`config.mk`:
```
export PLATFORM = sky130hd
export DESIGN_NAME = min_priority_queue_scan
export DESIGN_NICKNAME = d
export VERILOG_FILES = /design/src/rtl/mpq_pkg.sv /design/src/rtl/min_priority_queue_scan.sv
export SDC_FILE = /design/constraint.sdc
export NUM_CORES = 2
export LEC_CHECK = 0
export ABC_AREA = 0
export BUFFER_PORTS_ARGS = -buffer_cell sky130_fd_sc_hd__buf_2
export CORE_ASPECT_RATIO = 2
export CORE_MARGIN = 1
export CORE_UTILIZATION = 46
export DETAILED_ROUTE_END_ITERATION = 8
export PLACE_DENSITY = 0.69
export SKIP_CTS_REPAIR_TIMING = 1
export SLEW_MARGIN = 10
export SYNTH_ARGS = -nofsm -noshare
export SYNTH_HDL_FRONTEND = slang
export SYNTH_SLANG_ARGS = --single-unit
export TNS_END_PERCENT = 20
```
`constraint.sdc`:
```
create_clock -name clock -period 9.4 [get_ports clock]
set_input_delay 1.41 -clock clock [delete_from_list [all_inputs] [get_ports clock]]
set_output_delay 1.41 -clock clock [all_outputs]
set_load 0.02 [all_outputs]
```
`src/rtl/mpq_pkg.sv`:
```
// Package for the scanning min-priority queue: depth, widths, item structs,
// status codes and sequencer states. No dependencies.
package mpq_pkg;

   // Queue geometry (legal depth 2 to 63, since entries_held is HELD_W bits)
   localparam int QUEUE_DEPTH = 32;
   localparam int IDX_W       = $clog2(QUEUE_DEPTH);
   localparam int CNT_W       = $clog2(QUEUE_DEPTH + 1);

   // Fixed item field widths
   localparam int VALUE_W = 32;
   localparam int URG_W   = 8;
   localparam int HELD_W  = 6;

   typedef enum logic {
      OP_ENQUEUE = 1'b0,
      OP_DEQUEUE = 1'b1
   } op_type;

   typedef enum logic [1:0] {
      STATUS_OK    = 2'd0,
      STATUS_FULL  = 2'd1,
      STATUS_EMPTY = 2'd2
   } status_type;

   typedef enum logic [1:0] {
      ST_IDLE,
      ST_SCAN,
      ST_SHIFT_START,
      ST_SHIFT
   } state_type;

   typedef struct packed {
      op_type             operation;
      logic [VALUE_W-1:0] value;
      logic [URG_W-1:0]   priority_req;
   } req_type;

   typedef struct packed {
      status_type         status;
      logic [VALUE_W-1:0] value_out;
      logic [HELD_W-1:0]  entries_held;
   } rsp_type;

   // One stored queue entry
   typedef struct packed {
      logic [URG_W-1:0]   urgency;
      logic [VALUE_W-1:0] payload;
   } entry_type;

endpackage

```
`src/rtl/min_priority_queue_scan.sv`:
```
// Bounded priority queue kept unsorted in insertion order; one entry memory
// walked by a small sequencer for the minimum scan and the compaction.
// Depends on mpq_pkg.
//
//   channel   | ports                    | handshake
//   ----------+--------------------------+-------------------------------------
//   request   | start, busy, req_item    | taken when start high and busy low
//   response  | rsp_valid, rsp_item      | one-cycle strobe, cannot be held off
//
// Enqueue and any status-only item: the result strobes in the cycle after
// the item is taken, and busy stays low, so the next item may be taken at the
// very next edge.
// Dequeue of n held entries, winner at index b: ST_SCAN reads all n entries,
// then ST_SHIFT_START and ST_SHIFT move the n - 1 - b entries above it down
// one place, one entry a cycle from the single read port of the memory.
// Reset is synchronous and empties the queue; the memory needs no clearing
// pass since only data read from held entries is ever used.
module min_priority_queue_scan (
   input  logic            clock,
   input  logic            reset,
   input  logic            start,
   output logic            busy,
   input  mpq_pkg::req_type req_item,
   output logic            rsp_valid,
   output mpq_pkg::rsp_type rsp_item
);

   // Entry memory
   mpq_pkg::entry_type mem_array [mpq_pkg::QUEUE_DEPTH];
   mpq_pkg::entry_type rd_data_ff;

   // Sequencer and datapath registers
   mpq_pkg::state_type             state_ff, state_in;
   logic [mpq_pkg::CNT_W-1:0]      count_ff, count_in;
   logic [mpq_pkg::IDX_W-1:0]      rd_idx_ff, rd_idx_in;
   logic [mpq_pkg::IDX_W-1:0]      wr_idx_ff, wr_idx_in;
   logic [mpq_pkg::IDX_W-1:0]      best_idx_ff, best_idx_in;
   logic [mpq_pkg::URG_W-1:0]      best_urg_ff, best_urg_in;
   logic [mpq_pkg::VALUE_W-1:0]    best_val_ff, best_val_in;
   mpq_pkg::rsp_type               rsp_ff, rsp_in;
   logic                           rsp_valid_ff, rsp_valid_in;

   // Control decodes
   logic                           accept;
   logic                           is_full;
   logic                           is_empty;
   logic [mpq_pkg::CNT_W-1:0]      count_m1;
   logic                           scan_last;
   logic                           best_last;
   logic                           shift_last;
   logic                           take_new;
   logic                           deq_done;

   // Memory port controls
   logic [mpq_pkg::IDX_W-1:0]      rd_addr;
   logic                           mem_we;
   logic [mpq_pkg::IDX_W-1:0]      mem_waddr;
   mpq_pkg::entry_type             mem_wdata;

   assign busy      = (state_ff != mpq_pkg::ST_IDLE);
   assign accept    = start && !busy;
   assign is_full   = (count_ff == mpq_pkg::CNT_W'(mpq_pkg::QUEUE_DEPTH));
   assign is_empty  = (count_ff == '0);
   assign count_m1  = count_ff - mpq_pkg::CNT_W'(1);
   assign scan_last = (mpq_pkg::CNT_W'(rd_idx_ff) == count_m1);
   assign best_last = (mpq_pkg::CNT_W'(best_idx_ff) == count_m1);
   assign shift_last = ((mpq_pkg::CNT_W'(wr_idx_ff) + mpq_pkg::CNT_W'(1)) == count_m1);
   // Strictly lower urgency replaces the best, so the earliest wins a tie
   assign take_new  = (rd_idx_ff == '0) || (rd_data_ff.urgency < best_urg_ff);
   assign deq_done  = ((state_ff == mpq_pkg::ST_SHIFT_START) && best_last) ||
                      ((state_ff == mpq_pkg::ST_SHIFT) && shift_last);

   assign rsp_valid = rsp_valid_ff;
   assign rsp_item  = rsp_ff;

   // Next state
   always_comb begin
      state_in = state_ff;
      unique case (state_ff)
         mpq_pkg::ST_IDLE: begin
            if (accept && (req_item.operation == mpq_pkg::OP_DEQUEUE) && !is_empty) begin
               state_in = mpq_pkg::ST_SCAN;
            end
         end
         mpq_pkg::ST_SCAN: begin
            if (scan_last) begin
               state_in = mpq_pkg::ST_SHIFT_START;
            end
         end
         mpq_pkg::ST_SHIFT_START: begin
            state_in = best_last ? mpq_pkg::ST_IDLE : mpq_pkg::ST_SHIFT;
         end
         mpq_pkg::ST_SHIFT: begin
            if (shift_last) begin
               state_in = mpq_pkg::ST_IDLE;
            end
         end
         default: state_in = mpq_pkg::ST_IDLE;
      endcase
   end

   // Memory port drive per state
   always_comb begin
      rd_addr   = '0;
      mem_we    = 1'b0;
      mem_waddr = count_ff[mpq_pkg::IDX_W-1:0];
      mem_wdata = '{urgency: req_item.priority_req, payload: req_item.value};
      unique case (state_ff)
         mpq_pkg::ST_IDLE: begin
            // Append at the tail; read entry zero ahead of a scan
            mem_we = accept && (req_item.operation == mpq_pkg::OP_ENQUEUE) && !is_full;
         end
         mpq_pkg::ST_SCAN: begin
            rd_addr = mpq_pkg::IDX_W'(rd_idx_ff + 1'b1);
         end
         mpq_pkg::ST_SHIFT_START: begin
            rd_addr = mpq_pkg::IDX_W'(best_idx_ff + 1'b1);
         end
         mpq_pkg::ST_SHIFT: begin
            // Move the entry just read down one place
            rd_addr   = mpq_pkg::IDX_W'(wr_idx_ff + 2'd2);
            mem_we    = 1'b1;
            mem_waddr = wr_idx_ff;
            mem_wdata = rd_data_ff;
         end
         default: begin
            rd_addr = '0;
         end
      endcase
   end

   // Datapath next values
   always_comb begin
      count_in     = count_ff;
      rd_idx_in    = rd_idx_ff;
      wr_idx_in    = wr_idx_ff;
      best_idx_in  = best_idx_ff;
      best_urg_in  = best_urg_ff;
      best_val_in  = best_val_ff;
      rsp_in       = rsp_ff;
      rsp_valid_in = 1'b0;

      unique case (state_ff)
         mpq_pkg::ST_IDLE: begin
            rd_idx_in = '0;
            if (accept) begin
               if (req_item.operation == mpq_pkg::OP_ENQUEUE) begin
                  rsp_valid_in     = 1'b1;
                  rsp_in.value_out = '0;
                  if (is_full) begin
                     rsp_in.status       = mpq_pkg::STATUS_FULL;
                     rsp_in.entries_held = mpq_pkg::HELD_W'(count_ff);
                  end else begin
                     count_in            = count_ff + mpq_pkg::CNT_W'(1);
                     rsp_in.status       = mpq_pkg::STATUS_OK;
                     rsp_in.entries_held = mpq_pkg::HELD_W'(count_ff + mpq_pkg::CNT_W'(1));
                  end
               end else if (is_empty) begin
                  rsp_valid_in        = 1'b1;
                  rsp_in.status       = mpq_pkg::STATUS_EMPTY;
                  rsp_in.value_out    = '0;
                  rsp_in.entries_held = '0;
               end
            end
         end
         mpq_pkg::ST_SCAN: begin
            // Track the most urgent entry seen so far
            if (take_new) begin
               best_idx_in = rd_idx_ff;
               best_urg_in = rd_data_ff.urgency;
               best_val_in = rd_data_ff.payload;
            end
            rd_idx_in = mpq_pkg::IDX_W'(rd_idx_ff + 1'b1);
         end
         mpq_pkg::ST_SHIFT_START: begin
            wr_idx_in = best_idx_ff;
         end
         mpq_pkg::ST_SHIFT: begin
            wr_idx_in = mpq_pkg::IDX_W'(wr_idx_ff + 1'b1);
         end
         default: begin
            rd_idx_in = '0;
         end
      endcase

      // Close out a dequeue
      if (deq_done) begin
         count_in            = count_m1;
         rsp_valid_in        = 1'b1;
         rsp_in.status       = mpq_pkg::STATUS_OK;
         rsp_in.value_out    = best_val_ff;
         rsp_in.entries_held = mpq_pkg::HELD_W'(count_m1);
      end
   end

   // Entry memory: one write, one registered read per cycle
   always_ff @(posedge clock) begin
      if (mem_we) begin
         mem_array[mem_waddr] <= mem_wdata;
      end
      rd_data_ff <= mem_array[rd_addr];
   end

   // Control registers
   always_ff @(posedge clock) begin
      if (reset) begin
         state_ff     <= mpq_pkg::ST_IDLE;
         count_ff     <= '0;
         rsp_valid_ff <= 1'b0;
      end else begin
         state_ff     <= state_in;
         count_ff     <= count_in;
         rsp_valid_ff <= rsp_valid_in;
      end
   end

   // Payload registers
   always_ff @(posedge clock) begin
      rd_idx_ff   <= rd_idx_in;
      wr_idx_ff   <= wr_idx_in;
      best_idx_ff <= best_idx_in;
      best_urg_ff <= best_urg_in;
      best_val_ff <= best_val_in;
      rsp_ff      <= rsp_in;
   end

endmodule

```
==> results_dict.tcl <==
set metrics [dict create \
    cpLargestDelayFamily "buffers and inverters" \
    cts_buffers 110 \
    start_kind "flip-flop" \
    route.detailed.drc 0 \
    irDropWorstVdd_v 0.000198 \
    die-area_um2 126000 \
    pin_count 86 \
    hold_depth 0 \
    hpwl_um 84500 \
    clockBufferDepth 3 \
    ys.flop_type "edfxtp_1" \
    synth_cell_type_count 60 \
    crit_cells 11 \
    synth_nets 3827 \
    slew_violations 0 \
    cp_max_fo 195 \
    route.met2.wl_um 79600 \
    critPathCaptureType "flip-flop" \
    grt.total_usage_pct 24.0 \
    cp_cell_sequence "inv_1 -> ha_4 -> buf_4 -> nor2_4 -> buf_4 -> buf_12 -> a211oi_1 -> a311oi_1 -> a21oi_1 -> a211oi_1 -> a21o_1" \
    io_buffers 85 \
    min_period_ns 5.02 \
    hold_ws_ns 0.463 \
    clock_latency_ns 0.74 \
    path_clk_slew_ns 0.08 \
    die_w_um 252 \
    cp_slowest_cell "a211oi_1" \
    placementRows 183 \
    rsz0062_at_grt "no" \
    fin_cells 5485 \
    clock_sinks 1424 \
    cp.arrival_ns 5.68 \
    top_layer "met5" \
    required_ns 10.07 \
    critPathBufInv 4 \
    synth_seq_cells 1424 \
    drive_above_1_share_pct 11.1 \
    synth_area_per_cell_um2 15.2 \
    async_reset_ff_share_pct 0 \
    wl_met1_um 53600 \
    htreeDepth 3 \
    fmax_mhz 199 \
    ff_latch_area_um2 42300 \
    hp-class "flip-flop to flip-flop" \
    p_leak_nw 18.9 \
    multi_input_area_um2 14100 \
    finalCritPeriodShare_pct 53.4 \
    final_util_pct 51.0 \
    dieHeight_um 502 \
    max_cap_viol_count 0 \
    pwr_density_cell_nw_per_um2 216 \
    start_util_pct 46.2 \
    ant_nets 0 \
    critPathKind "flip-flop to flip-flop" \
    antenna_found_initial 3 \
    dp.cells 5274 \
    yosys_warnings 0 \
    cts_tree "built" \
    n_fill_cell 10000 \
    area_growth_pct 10.3 \
    gp_congestion 0.893 \
    hold_viol 0 \
    setup_violations 0 \
    grt_pass1_wl_um 221000 \
    wl_per_cell_um 27.8 \
    yosysSeqAreaShare_pct 73.6 \
    netlist_area_um2 57400 \
    synthCells 3765 \
    drtIter0Drc 3569 \
    fin_skew_ns 0.0353 \
    status "completed" \
    tns_ns 0 \
    vias_per_cell 6.22 \
    synth-edff-count 1373 \
    slowest_delay_ns 0.70 \
    root_buffer "clkbuf_16" \
    routed_wirelength_um 153000 \
    coreArea_um2 124000 \
    route.met3.wl_um 10700 \
    num_vias 34100 \
    num-nets-final 3783 \
    grt_max_degree 196 \
    globalRouteOverflowTotal 0 \
    max_slew.worst_pin.slew_ns 1.23 \
    dr.pass1.iters 6 \
    grt_pass1_vias 33300 \
    maxSlewHeadroom_pct 17.8 \
    rr_worst_depth 11 \
]
[metrics by stage]
| step | setup slack [ns] | instance area (um2) | power [mW] |
|---|---|---|---|
| detailed placement | 4.56 | 59600 | 8.99 |
| global placement | 4.65 | 59600 | 8.97 |
| floorplan | 4.96 | 57400 | 8.34 |
| CTS | 4.53 | 63300 | 13.7 |
| finish | 4.38 | 63300 | 13.7 |
| global route | 4.21 | 63300 | 14.1 |
[Yosys cell counts (all sizes together) (57+ instances only)]
cell,n,area [um2]
nand2,141,529
clkbuf,226,848
or3,205,1280
buf,86,415
mux2i,203,2030
a311oi,121,1060
nor2b,121,757
o211ai,242,1820
edfxtp,1373,41200
nor2,57,214
o21ai,328,1640
a21oi,95,475
a211oi,241,1810
[state kept, by name, indices dropped and copies added (netlist names)]
name / count
best_idx_ff: 5
best_urg_ff: 8
best_val_ff: 32
count_ff: 6
mem_array: 1280
rd_data_ff: 40
rd_idx_ff: 5
rsp_item: 40
rsp_valid: 1
state_ff: 2
wr_idx_ff: 5
[report_power, final]
part / switching, mW / internal [mW]
sequential: 0.147 / 7.19
combinational: 1.18 / 0.377
clock: 2.20 / 2.59
[path summary, 6_finish.rpt]
check / slack [ns] / end / start
setup / recovery: 4.38 / rd_data_ff[2]$_DFF_P_ / state_ff[0]$_SDFFE_PP0P_
setup reg to reg: 4.38 / rd_data_ff[2]$_DFF_P_ / state_ff[0]$_SDFFE_PP0P_
hold / removal: 0.46 / best_val_ff[25]$_DFFE_PP_ / rd_data_ff[25]$_DFF_P_
hold reg to reg: 0.46 / best_val_ff[25]$_DFFE_PP_ / rd_data_ff[25]$_DFF_P_
[layer usage]
layer,vias to the layer above,global-route usage [%]
met4,2,13.4
met5,-,0
met1,17300,27.2
li1,14800,-
met2,1592,42.6
met3,374,3.87
[layout by cell type, fill, tap and decap left out, drive strengths merged, types with 11 or more instances in the layout]
cell type	instances
nor3	11
nand3	13
inv	34
bufinv	11
nand2	141
edfxtp	1373
nor2	57
dfxtp	51
o211ai	242
xnor2	24
clkbuf	145
a311oi	121
clkinv	40
buf	156
o21ai	328
a211oi	241
mux2i	203
nor2b	121
or3	205
mux2	41
and2	34
a21oi	95
a21o	49
ha	18
[kinds of logic after synthesis]
| group | share of synthesized area, % |
|---|---|
| compound gates | 13.0 |
| xor+xnor | 0.569 |
| fa+ha+maj | 0.392 |
| buf+inv | 2.38 |
| flops | 73.6 |
| mux | 4.34 |
| simple gates | 5.74 |
[cell type report]
cell class                      count  share of cell area, %
Clock inverter                     64                   1.07
Tap cell                         1665                   3.29
Timing Repair Buffer              156                   1.67
Multi-Input combinational cell   2002                   22.3
Inverter                           27                  0.160
Clock buffer                      145                   4.77
Sequential cell                  1424                   66.7
Antenna cell                        2                0.00791
(Power assumes the default switching activity.)
